`src/rtl/ctcc_pkg.sv`:
```
// Shared definitions for the card / tape / CPU character code converter.
// Holds the operation codes, the character constants and the tape-to-punch table.
// No dependencies.
package ctcc_pkg;

  // Conversion directions carried in the operation field
  typedef enum logic [2:0] {
    OP_TAPE_CPU  = 3'd0,
    OP_TAPE_CARD = 3'd1,
    OP_CPU_TAPE  = 3'd2,
    OP_CPU_CARD  = 3'd3,
    OP_CARD_TAPE = 3'd4,
    OP_CARD_CPU  = 3'd5
  } op_e;

  // Character constants of the 6-bit codes
  localparam logic [5:0] BCD_BLANK     = 6'h10;
  localparam logic [5:0] BCD_TAPE_ZERO = 6'h0A;
  localparam logic [5:0] BCD_CPU_ZERO  = 6'h00;
  localparam logic [5:0] BCD_ZONE_FLIP = 6'h20;

  // Card row that acts as a zone punch
  localparam logic [11:0] CARD_ROW_0 = 12'h200;

  // Canonical punch for each tape code
  localparam logic [11:0] PUNCH_OF_TAPE [64] = '{
    12'h082, 12'h001, 12'h002, 12'h004, 12'h008, 12'h010, 12'h020, 12'h040,
    12'h080, 12'h100, 12'h200, 12'h084, 12'h088, 12'h090, 12'h0A0, 12'h0C0,
    12'h000, 12'h201, 12'h202, 12'h204, 12'h208, 12'h210, 12'h220, 12'h240,
    12'h280, 12'h300, 12'h282, 12'h284, 12'h288, 12'h290, 12'h2A0, 12'h2C0,
    12'h400, 12'h401, 12'h402, 12'h404, 12'h408, 12'h410, 12'h420, 12'h440,
    12'h480, 12'h500, 12'h600, 12'h484, 12'h488, 12'h490, 12'h4A0, 12'h4C0,
    12'h800, 12'h801, 12'h802, 12'h804, 12'h808, 12'h810, 12'h820, 12'h840,
    12'h880, 12'h900, 12'hA00, 12'h884, 12'h888, 12'h890, 12'h8A0, 12'h8C0
  };

  // Tape to CPU: swap the zone bits when bit 4 is set, tape zero becomes CPU zero
  function automatic logic [5:0] tape_to_cpu(input logic [5:0] t);
    logic [5:0] z;
    z = t[4] ? (t ^ BCD_ZONE_FLIP) : t;
    return (z == BCD_TAPE_ZERO) ? BCD_CPU_ZERO : z;
  endfunction

  // CPU to tape: the same swap, CPU zero becomes tape zero
  function automatic logic [5:0] cpu_to_tape(input logic [5:0] c);
    logic [5:0] z;
    z = c[4] ? (c ^ BCD_ZONE_FLIP) : c;
    return (z == BCD_CPU_ZERO) ? BCD_TAPE_ZERO : z;
  endfunction

endpackage

```
`src/rtl/card_tape_cpu_code_converter.sv`:
```
// Top level of the card / tape / CPU character code converter.
// Depends on ctcc_pkg and ctcc_card_dec.
//
// Usage:
//   The slave stream carries one character per transaction: tdata[2:0] is the
//   operation (0 tape->cpu, 1 tape->card, 2 cpu->tape, 3 cpu->card,
//   4 card->tape, 5 card->cpu), tdata[14:3] the source code. The master stream
//   returns one converted code per transaction in tdata[11:0]; BCD results sit
//   in bits 5:0 with the upper bits zero. Operations 6 and 7 return zero.
//   The result passes through the block's three-register pipeline (input
//   capture, conversion to tape code, final conversion) before tvalid rises
//   on the master side; the block takes one transaction every cycle while
//   the receiver keeps tready high.
//   Reset clears all stage valid bits, so the master side is idle after reset
//   and tready on the slave side is high.
//   When the receiver stalls, the last stage holds its result and ready
//   propagates back stage by stage: empty stages keep filling, so up to three
//   transactions are held before the slave side drops tready. Nothing is lost
//   or repeated.
module card_tape_cpu_code_converter (
  input  logic        clk_i,
  input  logic        rst_ni,
  // Slave stream
  input  logic        s_axis_tvalid_i,
  output logic        s_axis_tready_o,
  input  logic [15:0] s_axis_tdata_i,  // [2:0] operation, [14:3] code_in, [15] zero
  // Master stream
  output logic        m_axis_tvalid_o,
  input  logic        m_axis_tready_i,
  output logic [15:0] m_axis_tdata_o   // [11:0] code_out, [15:12] zero
);
  import ctcc_pkg::*;

  logic        adv1, adv2, adv3;
  logic        v1_q, v2_q, v3_q;
  logic [2:0]  op1_q, op2_q;
  logic [11:0] code1_q;
  logic [5:0]  tape2_d, tape2_q;
  logic [11:0] code3_d, code3_q;
  logic [5:0]  card_tape;

  // Each stage moves when it is empty or the next one moves
  assign adv3 = !v3_q || m_axis_tready_i;
  assign adv2 = !v2_q || adv3;
  assign adv1 = !v1_q || adv2;
  assign s_axis_tready_o = adv1;

  // Stage 1: capture the transaction
  always_ff @(posedge clk_i or negedge rst_ni) begin
    if (!rst_ni) begin
      v1_q <= 1'b0;
    end else if (adv1) begin
      v1_q <= s_axis_tvalid_i;
    end
  end

  always_ff @(posedge clk_i) begin
    if (adv1 && s_axis_tvalid_i) begin
      op1_q   <= s_axis_tdata_i[2:0];
      code1_q <= s_axis_tdata_i[14:3];
    end
  end

  // Stage 2: bring the source into tape code
  ctcc_card_dec u_card_dec (
    .card_i (code1_q),
    .tape_o (card_tape)
  );

  always_comb begin
    case (op1_q)
      OP_TAPE_CPU, OP_TAPE_CARD: tape2_d = code1_q[5:0];
      OP_CPU_TAPE, OP_CPU_CARD:  tape2_d = cpu_to_tape(code1_q[5:0]);
      OP_CARD_TAPE, OP_CARD_CPU: tape2_d = card_tape;
      default:                   tape2_d = '0;
    endcase
  end

  always_ff @(posedge clk_i or negedge rst_ni) begin
    if (!rst_ni) begin
      v2_q <= 1'b0;
    end else if (adv2) begin
      v2_q <= v1_q;
    end
  end

  always_ff @(posedge clk_i) begin
    if (adv2 && v1_q) begin
      op2_q   <= op1_q;
      tape2_q <= tape2_d;
    end
  end

  // Stage 3: convert the tape code to the target code
  always_comb begin
    case (op2_q)
      OP_TAPE_CPU, OP_CARD_CPU:  code3_d = {6'd0, tape_to_cpu(tape2_q)};
      OP_TAPE_CARD, OP_CPU_CARD: code3_d = PUNCH_OF_TAPE[tape2_q];
      OP_CPU_TAPE, OP_CARD_TAPE: code3_d = {6'd0, tape2_q};
      default:                   code3_d = '0;
    endcase
  end

  always_ff @(posedge clk_i or negedge rst_ni) begin
    if (!rst_ni) begin
      v3_q <= 1'b0;
    end else if (adv3) begin
      v3_q <= v2_q;
    end
  end

  always_ff @(posedge clk_i) begin
    if (adv3 && v2_q) begin
      code3_q <= code3_d;
    end
  end

  assign m_axis_tvalid_o = v3_q;
  assign m_axis_tdata_o  = {4'd0, code3_q};

  // An accepted transaction always lands in stage 1
  a_accept_lands: assert property (@(posedge clk_i) disable iff (!rst_ni)
    s_axis_tvalid_i && s_axis_tready_o |=> v1_q)
    else $error("accepted transaction did not reach stage 1");

  // A stalled stage 1 keeps its transaction
  a_stage1_holds: assert property (@(posedge clk_i) disable iff (!rst_ni)
    v1_q && !adv2 |=> v1_q && $stable(code1_q) && $stable(op1_q))
    else $error("stage 1 lost its transaction under stall");

  // BCD results leave the upper rows clear
  a_bcd_upper_clear: assert property (@(posedge clk_i) disable iff (!rst_ni)
    adv3 && v2_q && (op2_q == OP_TAPE_CPU || op2_q == OP_CARD_CPU ||
                     op2_q == OP_CPU_TAPE || op2_q == OP_CARD_TAPE)
    |=> code3_q[11:6] == 6'd0)
    else $error("BCD result has upper bits set");

  // CPU results never carry the tape zero code
  a_cpu_no_tape_zero: assert property (@(posedge clk_i) disable iff (!rst_ni)
    adv3 && v2_q && (op2_q == OP_TAPE_CPU || op2_q == OP_CARD_CPU)
    |=> code3_q[5:0] != BCD_TAPE_ZERO)
    else $error("CPU result carries tape zero code");

endmodule

```
`src/rtl/ctcc_card_dec.sv`:
```
// Card column to tape BCD decoder, purely combinational.
// Depends on ctcc_pkg for the character constants.
module ctcc_card_dec (
  input  logic [11:0] card_i, // rows 1-9 in bits 0-8, row 0 bit 9, row 11 bit 10, row 12 bit 11
  output logic [5:0]  tape_o
);
  import ctcc_pkg::*;

  logic [10:0] digit_mask;
  logic [1:0]  zone;
  logic [3:0]  digits;
  logic [5:0]  value;

  // Pick the highest zone punch; rows below it count as digits
  always_comb begin
    if (card_i[11]) begin
      zone       = 2'd3;
      digit_mask = 11'h7FF;
    end else if (card_i[10]) begin
      zone       = 2'd2;
      digit_mask = 11'h3FF;
    end else if (card_i[9]) begin
      zone       = 2'd1;
      digit_mask = 11'h1FF;
    end else begin
      zone       = 2'd0;
      digit_mask = 11'h3FF;
    end
  end

  // OR the row numbers of all punched digit rows, row 0 as 10 and row 11 as 11
  always_comb begin
    digits = '0;
    for (int i = 0; i < 11; i++) begin
      if (card_i[i] && digit_mask[i]) begin
        digits = digits | 4'(i + 1);
      end
    end
  end

  // Fold in the special columns
  always_comb begin
    value = {zone, digits};
    if (value == BCD_TAPE_ZERO) begin
      value = BCD_BLANK;
    end
    if (card_i == '0) begin
      tape_o = BCD_BLANK;
    end else if (card_i == CARD_ROW_0) begin
      tape_o = BCD_TAPE_ZERO;
    end else begin
      tape_o = value;
    end
  end

endmodule
```
`config.mk`:
```
export PLATFORM = sky130hd
export DESIGN_NAME = card_tape_cpu_code_converter
export DESIGN_NICKNAME = d
export VERILOG_FILES = /design/src/rtl/ctcc_pkg.sv /design/src/rtl/card_tape_cpu_code_converter.sv /design/src/rtl/ctcc_card_dec.sv
export SDC_FILE = /design/constraint.sdc
export NUM_CORES = 1
export LEC_CHECK = 0
export BUFFER_PORTS_ARGS = -buffer_cell sky130_fd_sc_hd__buf_4
export CORE_MARGIN = 2
export CORE_UTILIZATION = 45
export CTS_CLUSTER_DIAMETER = 100
export DETAILED_ROUTE_END_ITERATION = 8
export PLACE_DENSITY = 0.78
export SYNTH_ARGS = -nofsm -noshare
export SYNTH_HDL_FRONTEND = slang
export SYNTH_SLANG_ARGS = --single-unit
```
`constraint.sdc`:
```
create_clock -name clk_i -period 1.7 [get_ports clk_i]
set_input_delay 0.17 -clock clk_i [delete_from_list [all_inputs] [get_ports clk_i]]
set_output_delay 0.17 -clock clk_i [all_outputs]
set_load 0.01 [all_outputs]
```
# == Yosys cells after proc, flatten, opt, wreduce, memory -nomap -nowiden ==
# Memories as Yosys holds them, arrays and structs flattened.
# Index checks and enable logic that the tools add are counted.
# totals
rom_bits,768
out_inout_bits,18
latch_bits,0
n_memories,1
ramBits,0
register_bits,39
input_bits,20
# memory_table
name,depth,width,read_ports,rd_ports_with_merged_regs,write_ports,line,rtl
(name not given),64,12,1,0,0,card_tape_cpu_code_converter.sv:98,"OP_TAPE_CARD, OP_CPU_CARD: code3_d = PUNCH_OF_TAPE[tape2_q];"
# classes
n_shift,0
multipliers,0
addsub,0
magnitude_cmp,1
eq_ne,13
mux,28
n_div,0
n_bitwise,3
reduce_logical,30
# op_table
cell,count
$mux 6,7
$pmux 12 s3,1
$mux 12,2
$mux 10,2
$pmux 6 s3,1
$mux 4,4
$logic_and 1x1->1,14
$eq 12x10->1 const B,1
$eq 3x2->1 const B,4
$eq 3x3->1 const B,4
$eq 6x4->1 const B,2
$logic_not 12->1,1
$mux 3,4
$reduce_or 2->1,6
$mux 11,1
$mux 2,4
$ge 7x7->1 const B,1
$not 6->7,1
$eq 3x1->1 const B,2
$logic_not 3->1,2
$logic_not 6->1,1
$logic_not 1->1,3
$logic_or 1x1->1,3
$mux 1,2
$not 1->1,2

# == Depth between registers and ports, before layout ==
# Gate-level depths: netlist (run 1).
# logic_depth
depth_word,20
ltp_mapped,6

# == Hierarchy ==
# From an unflattened synthesis (run 1), not the netlist that was laid out.
# hier_totals
hier_cells,149
hier_area_um2,1975.6
# modules_own_cells
module,cells_each,area_each_um2,seq_area_each_um2,n_inst
card_tape_cpu_code_converter,123,1806.7,1156.1,1
ctcc_card_dec,26,168.9,0.0,1

# == Least setup slack after synthesis (run 1) ==
# OpenSTA, ideal clock, no wires.
# synth_path
path_type,register to register
start,register code1_q[4]
end,"register tape2_q[1], data pin"
n_path_buf,0
arrival_ps,1294
synth_period_minus_slack_ps,1548
path_stages_with_launch,7
path_slack_ps,152
cell_sequence,edfxtp_1 -> inv_1 -> ha_1 -> nor4b_4 -> and4_1 -> a211oi_1 -> a21o_1
# synth_via
elab_chain_cells,13
# synth_lines
item,line,rtl
"start, declared",card_tape_cpu_code_converter.sv:37,logic [11:0] code1_q;
"start signal, assigned",card_tape_cpu_code_converter.sv:60,code1_q <= s_axis_tdata_i[14:3];
$logic_and 1x1->1,ctcc_card_dec.sv:35,if (card_i[i] && digit_mask[i]) begin
$mux 3 (3 in a row),ctcc_card_dec.sv:35,
$mux 4 (4 in a row),ctcc_card_dec.sv:35,
$eq 6x4->1,ctcc_card_dec.sv:44,if (value == BCD_TAPE_ZERO) begin
$mux 6,ctcc_card_dec.sv:44,
$mux 6,ctcc_card_dec.sv:49,end else if (card_i == CARD_ROW_0) begin
$mux 6,ctcc_card_dec.sv:47,if (card_i == '0) begin
$pmux 6 s3 (*),card_tape_cpu_code_converter.sv:71,case (op1_q)
named net tape2_d[1],card_tape_cpu_code_converter.sv:38,"logic [5:0] tape2_d, tape2_q;"
"end signal, assigned",card_tape_cpu_code_converter.sv:90,tape2_q <= tape2_d;
"end, declared",card_tape_cpu_code_converter.sv:38,
# The timed path passes the listed nets; every way through them passes the cells marked *.
# A chain may end at the register's enable or synchronous reset.

# == Worst setup path after layout (run 1) ==
# layout_path
start,register code1_q[5]
end,"register tape2_q[0], data pin"
# layout_via
elab_chain_cells,12
# layout_lines
item,line
$logic_and 1x1->1,ctcc_card_dec.sv:35
$mux 3 (2 in a row),ctcc_card_dec.sv:35
$mux 4 (4 in a row),ctcc_card_dec.sv:35
$eq 6x4->1,ctcc_card_dec.sv:44
$mux 6,ctcc_card_dec.sv:44
$mux 6,ctcc_card_dec.sv:49
$mux 6,ctcc_card_dec.sv:47
$pmux 6 s3 (*),card_tape_cpu_code_converter.sv:71
named net tape2_d[0],card_tape_cpu_code_converter.sv:38
# Marked as above.

==> out/metrics.cfg, run 1 <==
[synthesis]
yosysMostFrequentCell = edfxtp_1
synthArstFlopShare = 0.0769
synth-seq-area-share = 0.588
ys_warn_count = 0
synth_area_leaders = edfxtp_1 (55%), ha_1 (5.1%), dfrtp_1 (3.8%)
synth_edf_count = 36
synth_common_cells = edfxtp_1 (36), inv_1 (11), nand2_1 (9), nand2b_1 (9), ha_1 (8)
ys_seq_elements = 39
mappedNetlistArea_sq_um = 1970
synth_top_area_frac = 0.550
synth_cells = 160
synthFlopType = edfxtp_1
avgSynthCellArea_sq_um = 12.3
synth_cell_types = 41
yosys.area.top_type = edfxtp_1

[final_layout]
syn2layout_area_growth_pct = 22.4
antennaDiodeCount = 0
instances_no_fill = 256
post_route_cells_drive_above_1_share = 0.275
nets = 231

[clock_tree]
cts.sinks = 39
cts_tree = done
clock_latency_ns = 0.29
cts_buffers = 5
cts_root_buf = clkbuf_8
clk_path_buf_depth = 2
h-tree-depth = 2
clk_pin_slew_ns = 0.07

[timing]
fin_hold_ws_ns = 0.0524
relSlewSlack = 0.663
finalSetupViolations = 1
hold_viol = 0
drv_slew = 0
fin_crit_ns = 1.70
timing.fmax_mhz = 587
rsz0062_at_grt = true
period_share = 1.00
setup_slack_ns = -0.00267
skew_ns = 0.00720
tightest_slew_ns = 0.506

[power]
p_per_area_nw_per_um2 = 902
peakVddDrop_v = 0.000417
p_leak_nw = 0.964

[global_route]
grt_pass1_vias = 1245
track_usage = 0.145
grt_overflow_total = 0
grt_start_max_net_pins = 16
antenna_found_initial = 0
grt_pass1_wl_mm = 5.50

[floorplanning]
die-height_microns = 70.1
fp.coreArea_sq_um = 4290
ios = 38
rows = 24
die-area_sq_um = 4910
initial_core_util = 0.458
die_x_microns = 70.1

[route]
dr.pass1.iters = 4
wirelength_mm = 3.31
drtIter0Drc = 113
vias = 1359
routedWlPerCell_microns = 12.9
drc_errors = 0
vias_per_cell = 5.31
antenna_left = 0

[status]
violations = setup timing
status = finished with violations

[critical_path]
critical_path_required_ns = 1.73
cp_max_fo = 4
worstSetupPathType = reg -> reg
start_kind = register
end_kind = register
arrival_ns = 1.73

[placed_design]
gp_congestion = 0.858
numPortBuffers = 32
placed_cells = 244
dp_hpwl_mm = 2.39

[flow_run]
cap_violations = 0

[hold_path]
hp-class = in -> reg

per-stage QoR:
step | instance area (sq um) | setup TNS, ns | total power [mW] | setup WS, ns | utilization
6_report | 2410 | -0.00267 | 2.17 | -0.00267 | 0.560
3_3_place_gp | 2270 | 0 | 1.58 | 0.0705 | 0.528
5_1_grt | 2410 | -0.288 | 2.29 | -0.0792 | 0.560
3_5_place_dp | 2270 | 0 | 1.59 | 0.0359 | 0.528
4_1_cts | 2360 | 0 | 2.19 | 0.0218 | 0.549
2_1_floorplan | 1980 | 0 | 1.45 | 0.152 | -
where the power goes:
| group | leakage (nW) | total (mW) | internal, mW | switching, mW |
|---|---|---|---|---|
| sequential | 0.384 | 1.23 | 1.16 | 0.0704 |
| clock | 0.0422 | 0.583 | 0.287 | 0.296 |
| combinational | 0.537 | 0.354 | 0.177 | 0.177 |
layout make-up:
| type | count | area (sq um) |
|---|---|---|
| clock buffers | 7 | 76.3 |
| clock inverters | 1 | 5.00 |
| fillers | 368 | 1890 |
| inverters | 11 | 41.3 |
| multi-input cells | 105 | 752 |
| flip-flops and latches | 39 | 1160 |
| well taps | 52 | 65.1 |
| repair buffers | 41 | 310 |
what timing repair did:
action,in CTS,in global routing
resized for setup,0,5
endpoints found under the hold margin,3,0
setup endpoints to repair,0,4
hold buffers,1,0
buffers inserted,0,3
worst max-delay path: stages (launching register included):
cell	delay (ns)
edfxtp_1	0.45
inv_1	0.09
ha_2	0.17
nor4b_4	0.26
and4_4	0.29
nand2b_4	0.13
o22ai_1	0.06
state kept, by name (all words and copies together) (netlist names):
signal / flops
code1_q: 12
code3_q: 12
tape2_q: 6
op1_q: 3
op2_q: 3
m_axis_tvalid_o: 1
v1_q: 1
v2_q: 1
placed cells by master, fill, tap and decap left out, types with 2 or more instances in the layout:
cell,count
o21ai_0,7
nor2b_1,4
o22ai_1,4
and2_1,6
nand2_1,9
nand3_1,5
clkbuf_1,2
a21oi_1,4
ha_1,7
edfxtp_1,36
a32o_1,3
and3_1,3
nor3_1,4
inv_1,11
nor2_1,7
dfrtp_1,3
a31oi_1,2
o211ai_1,2
a211oi_2,2
nand3b_1,2
nand2b_1,8
clkbuf_8,5
conb_1,4
a21o_1,3
buf_4,40
cell families after synthesis:
group                    share of synthesized area
AND/OR/NAND/NOR                              0.178
flip-flops                                   0.588
AO/OA/AOI/OAI                                0.128
buffers and inverters                       0.0484
adder cells (fa/ha/maj)                     0.0509
multiplexers                               0.00509
other                                      0.00191
worst paths after layout:
kind,start,to,slack [ns],cells past startpoint
setup / recovery,code1_q[5]$_DFFE_PP_,tape2_q[0]$_DFFE_PP_,-0.003,6
hold / removal,s_axis_tdata_i[5],code1_q[2]$_DFFE_PP_,0.05,1
setup reg to reg,code1_q[5]$_DFFE_PP_,tape2_q[0]$_DFFE_PP_,-0.003,6
hold reg to reg,op1_q[0]$_DFFE_PP_,op2_q[0]$_DFFE_PP_,0.42,0
max in group asynchronous,rst_ni,v1_q$_DFFE_PN0N_,1.40,2
min in group asynchronous,rst_ni,v2_q$_DFFE_PN0P_,0.20,2
routing by layer:
layer	routed length, microns	GRT usage
met1	1260	0.152
met2	1810	0.253
met3	167	0.0519
met4	74	0.0812
met5	0	0
Power figures use the tool's default switching activity.
==> inputs of run 2 (changes only) <==
SKIP_LAST_GASP = 1   (was not set)
TNS_END_PERCENT = 30   (was not set)
==> out/metrics.cfg, run 2 (same netlist as run 1, synthesis figures left out) <==
[critical_path]
worstSetupStartpoint = code1_q[5]$_DFFE_PP_
end_kind = register
timing.rr.start = code1_q[5]$_DFFE_PP_
arrival_ns = 1.73  ; about the same
cp_max_fo = 4  ; unchanged
critical_path_required_ns = 1.73  ; about the same
slowest_delay_ns = 0.45  ; about the same
slowest_stage = edfxtp_1
start_kind = register
crit_path_cell_trace = inv_1, ha_2, nor4b_4, and4_4, nand2b_4, o22ai_1
worstSetupPathType = reg -> reg

[final_layout]
fillers = 368  ; unchanged
post_route_cells_drive_above_1_share = 0.275  ; unchanged
fin_area_sq_um = 2410  ; unchanged
antennaDiodeCount = 0  ; unchanged
reg_top3 = code1_q x12, code3_q x12, tape2_q x6
final_cell_mix = buf_4 (40), edfxtp_1 (36), inv_1 (11)
final_common_cell = buf_4
syn2layout_area_growth_pct = 22.4  ; unchanged
nets = 231  ; unchanged

[timing]
skew_ns = 0.00710  ; -0.0000913 ns
fin_setup_tns_ns = 0  ; +0.00267 ns
timing.fmax_mhz = 588  ; +0.17%
tightest_slew_ns = 0.511  ; +0.00556 ns
fin_crit_ns = 1.70  ; -0.00294 ns
hold_viol = 0  ; unchanged
fin_hold_ws_ns = 0.0529  ; +0.000502 ns
rsz0062_at_grt = true
period_share = 1.00  ; -0.00173
setup_slack_ns = 0.000277  ; +0.00294 ns
drv_slew = 0  ; unchanged
relSlewSlack = 0.659  ; -0.00370
finalSetupViolations = 0  ; -1

[global_route]
grt_start_max_net_pins = 16  ; unchanged
grt_pass1_wl_mm = 5.50  ; unchanged
grt_overflow_total = 0  ; unchanged
grt_pass1_vias = 1245  ; unchanged
track_usage = 0.145  ; unchanged
antenna_found_initial = 0  ; unchanged

[clock_tree]
clock_latency_ns = 0.29  ; about the same
cts_root_buf = clkbuf_8
h-tree-depth = 2  ; unchanged
cts_buffers = 5  ; unchanged
clk_pin_slew_ns = 0.07  ; about the same
cts.sinks = 39  ; unchanged
clk_path_buf_depth = 2  ; unchanged
cts_tree = done

[flow_run]
cap_violations = 0  ; unchanged

[route]
vias = 1356  ; -0.22%
vias_per_cell = 5.30  ; -0.22%
routedWlPerCell_microns = 12.9  ; -0.15%
antenna_left = 0  ; unchanged
drc_errors = 0  ; unchanged
drtIter0Drc = 114  ; +0.88%
dr.pass1.iters = 4  ; unchanged
wirelength_mm = 3.30  ; -0.15%

[placed_design]
placed_area_sq_um = 2270  ; unchanged
dp_hpwl_mm = 2.39  ; unchanged
place_worst_setup_slack_ns = 0.0359  ; unchanged
gp_congestion = 0.858  ; unchanged
numPortBuffers = 32  ; unchanged

[power]
p_leak_nw = 0.964  ; about the same
p_per_area_nw_per_um2 = 901  ; about the same
peakVddDrop_v = 0.000417  ; -0.11%

[floorplanning]
initial_core_util = 0.458  ; unchanged
die-area_sq_um = 4910  ; unchanged
die-height_microns = 70.1  ; unchanged
die_x_microns = 70.1  ; unchanged
ios = 38  ; unchanged
fp.coreArea_sq_um = 4290  ; unchanged
rows = 24  ; unchanged

[status]
status = finished clean

[hold_path]
hp-class = in -> reg
hold_start = s_axis_tdata_i[5]

[run 2: critical path: cells and delay by family, from the launching register on]
family / cells / cell delay, ns
flip-flops: 1 / 0.45
buffers and inverters: 1 / 0.09
AO/OA/AOI/OAI: 1 / 0.06
adder cells (fa/ha/maj): 1 / 0.17
AND/OR/NAND/NOR: 3 / 0.68
[run 2: worst paths after layout]
check,slack (ns),cells past startpoint,end
hold / removal,0.05,1,code1_q[2]$_DFFE_PP_
setup / recovery,0.0003,6,tape2_q[2]$_DFFE_PP_
setup reg to reg,0.0003,6,tape2_q[2]$_DFFE_PP_
max in group asynchronous,1.40,2,v1_q$_DFFE_PN0N_
min in group asynchronous,0.20,2,v2_q$_DFFE_PN0P_
hold reg to reg,0.42,0,op2_q[0]$_DFFE_PP_
[run 2: where the power goes]
part           internal [mW]  switching [mW]  total [mW]
clock network          0.287           0.295       0.583
logic                  0.177           0.177       0.354
registers               1.16          0.0705        1.23
total                   1.63           0.543        2.17
[run 2: layout make-up]
type,instances,area [sq um],area share
Multi-Input combinational cell,105,752,0.313
Sequential cell,39,1160,0.480
Clock inverter,1,5.00,0.00208
Clock buffer,7,76.3,0.0317
Tap cell,52,65.1,0.0270
Timing Repair Buffer,41,310,0.129
Inverter,11,41.3,0.0172
[run 2: layer usage]
metal | GRT usage | vias up | share of wire
met5 | 0 | - | 0
met4 | 0.0812 | 0 | 0.022
met3 | 0.0519 | 7 | 0.049
met2 | 0.253 | 37 | 0.55
met1 | 0.152 | 635 | 0.38
li1 | - | 677 | -
[run 2: through the flow]
step,power (mW),instances,util
floorplan,1.45,163,-
global placement,1.58,244,0.528
detailed placement,1.59,244,0.528
CTS,2.19,253,0.549
global route,2.29,256,0.560
finish,2.17,256,0.560
[run 2: what timing repair did]
item                                    in CTS  in global routing
hold buffers                                 1                  0
endpoints found under the setup margin       0                  4
buffers inserted                             0                  3
gates resized for setup                      0                  5
hold endpoints to repair                     3                  0
==> inputs of run 3 (changes only) <==
--- a/config.mk
+++ b/config.mk
@@ -12,2 +12,3 @@
 export DETAILED_ROUTE_END_ITERATION = 8
+export GPL_TIMING_DRIVEN = 0
 export PLACE_DENSITY = 0.78
==> constraint.sdc (replaced) <==
create_clock -name clk_i -period 1.7 [get_ports clk_i]
set_input_delay 0.34 -clock clk_i [delete_from_list [all_inputs] [get_ports clk_i]]
set_output_delay 0.34 -clock clk_i [all_outputs]
set_load 0.01 [all_outputs]
==> out/metrics.cfg, run 3 (same netlist as run 1, synthesis figures left out) <==
[clock_tree]
cts.sinks = 39  ; unchanged
clk_pin_slew_ns = 0.07  ; about the same
cts_root_buf = clkbuf_8
cts_buffers = 5  ; unchanged
h-tree-depth = 2  ; unchanged
clk_path_buf_depth = 2  ; unchanged
clock_latency_ns = 0.29  ; about the same
cts_tree = done

[route]
vias = 1349  ; -0.52%
dr.pass1.iters = 4  ; unchanged
antenna_left = 0  ; unchanged
drtIter0Drc = 82  ; -28%
wirelength_mm = 3.17  ; -4.1%
vias_per_cell = 5.21  ; -1.7%
routedWlPerCell_microns = 12.2  ; -5.2%
drc_errors = 0  ; unchanged

[timing]
relSlewSlack = 0.593  ; -0.0664
skew_ns = 0.00903  ; +0.00193 ns
timing.fmax_mhz = 596  ; +1.2%
finalSetupViolations = 0  ; unchanged
hold_viol = 0  ; unchanged
rsz0062_at_grt = true
period_share = 0.988  ; -0.0121
tightest_slew_ns = 0.611  ; +0.0997 ns
fin_crit_ns = 1.68  ; -0.0205 ns
drv_slew = 0  ; unchanged

[power]
total_power_mw = 2.16  ; -0.44%
peakVddDrop_v = 0.000485  ; +16%
p_leak_nw = 0.972  ; +0.90%
p_per_area_nw_per_um2 = 892  ; -1.0%

[critical_path]
r2r_slack_ns = 0.02  ; +0.02 ns
reg2reg_depth = 6  ; unchanged
worstSetupStartpoint = code1_q[5]$_DFFE_PP_
critical_path_required_ns = 1.74  ; about the same
worstSetupPathType = reg -> reg
end_kind = register
worstReg2RegEnd = tape2_q[1]$_DFFE_PP_
cp_max_fo = 4  ; unchanged
timing.rr.start = code1_q[5]$_DFFE_PP_
start_kind = register
arrival_ns = 1.72  ; about the same

[global_route]
track_usage = 0.142  ; -0.00348
grt_start_max_net_pins = 16  ; unchanged
grt_overflow_total = 0  ; unchanged
grt_pass1_vias = 1262  ; +1.4%
antenna_found_initial = 0  ; unchanged
grt_pass1_wl_mm = 5.42  ; -1.5%

[floorplanning]
initial_core_util = 0.458  ; unchanged
die-height_microns = 70.1  ; unchanged
rows = 24  ; unchanged
die_x_microns = 70.1  ; unchanged
ios = 38  ; unchanged
die-area_sq_um = 4910  ; unchanged
fp.coreArea_sq_um = 4290  ; unchanged

[placed_design]
gp_congestion = 0.864  ; +0.78%
numPortBuffers = 32  ; unchanged
placed_cells = 247  ; +1.2%
dp_hpwl_mm = 2.41  ; +0.80%

[flow_run]
cap_violations = 0  ; unchanged

[final_layout]
nets = 234  ; +1.3%
final_common_cell = buf_4
syn2layout_area_growth_pct = 23.1
post_route_cells_drive_above_1_share = 0.290  ; +0.0153
instances_no_fill = 259  ; +1.2%
fillers = 390  ; +6.0%
antennaDiodeCount = 0  ; unchanged
reg_top3 = code1_q x12, code3_q x12, tape2_q x6
final_cell_mix = buf_4 (41), edfxtp_1 (36), inv_1 (10)

[hold_path]
holdPathEnd = code1_q[2]$_DFFE_PP_
min_delay_path_depth = 1  ; unchanged
hp-class = in -> reg
hold_start = s_axis_tdata_i[5]

[status]
status = finished clean

==> run 3: worst max-delay path by stage <==
stage | to | depth (start not counted)
3_3_place_gp | tape2_q[1]$_DFFE_PP_ | 6
5_1_grt | tape2_q[1]$_DFFE_PP_ | 5
3_5_place_dp | tape2_q[1]$_DFFE_PP_ | 6
2_1_floorplan | tape2_q[1]$_DFFE_PP_ | 6
6_report | tape2_q[1]$_DFFE_PP_ | 6
4_1_cts | tape2_q[1]$_DFFE_PP_ | 6
==> run 3: report_power, final <==
group,switching (mW),internal (mW),total (mW)
sequential,0.0633,1.16,1.23
combinational,0.180,0.178,0.358
clock,0.297,0.279,0.576
total,0.540,1.62,2.16
==> run 3: through the flow <==
| stage | setup TNS (ns) | setup slack [ns] | area (sq um) | utilization | hold slack [ns] |
|---|---|---|---|---|---|
| 2_1_floorplan | 0 | 0.152 | 1980 | - | 0.0444 |
| 3_3_place_gp | 0 | 0.0464 | 2280 | 0.531 | 0.130 |
| 3_5_place_dp | 0 | 0.0184 | 2280 | 0.531 | 0.132 |
| 4_1_cts | 0 | 0.0115 | 2370 | 0.552 | 0.217 |
| 5_1_grt | -0.183 | -0.0482 | 2420 | 0.564 | 0.213 |
| 6_report | 0 | 0.0208 | 2420 | 0.564 | 0.227 |
==> run 3: critical path, cell delays in order, from the launching register on <==
cell	delay (ns)
edfxtp_1	0.45
inv_1	0.09
ha_2	0.16
nor4b_4	0.24
and4_4	0.28
a211oi_1	0.05
a21o_1	0.16
==> run 3: what timing repair did <==
action,in CTS,in global routing
gates resized for setup,0,7
endpoints found under the setup margin,0,16
buffers inserted,0,3
hold buffers,1,0
endpoints found under the hold margin,3,0
==> run 3: area by class of cell <==
class | count | area [sq um] | area share
Buffer | 8 | 53.8 | 0.0222
Clock buffer | 6 | 72.6 | 0.0300
Clock inverter | 2 | 7.51 | 0.00310
Inverter | 11 | 41.3 | 0.0171
Multi-Input combinational cell | 105 | 751 | 0.310
Sequential cell | 39 | 1160 | 0.478
Tap cell | 52 | 65.1 | 0.0269
Timing Repair Buffer | 36 | 273 | 0.113
==> run 3: metal layers <==
metal  global-route usage  wire (microns)  vias to the layer above
met3               0.0505             180                        8
met5                    0               0                        -
met1                0.155            1240                      618
met2                0.244            1670                       39
met4               0.0684              75                        0
li1                     -               -                      684
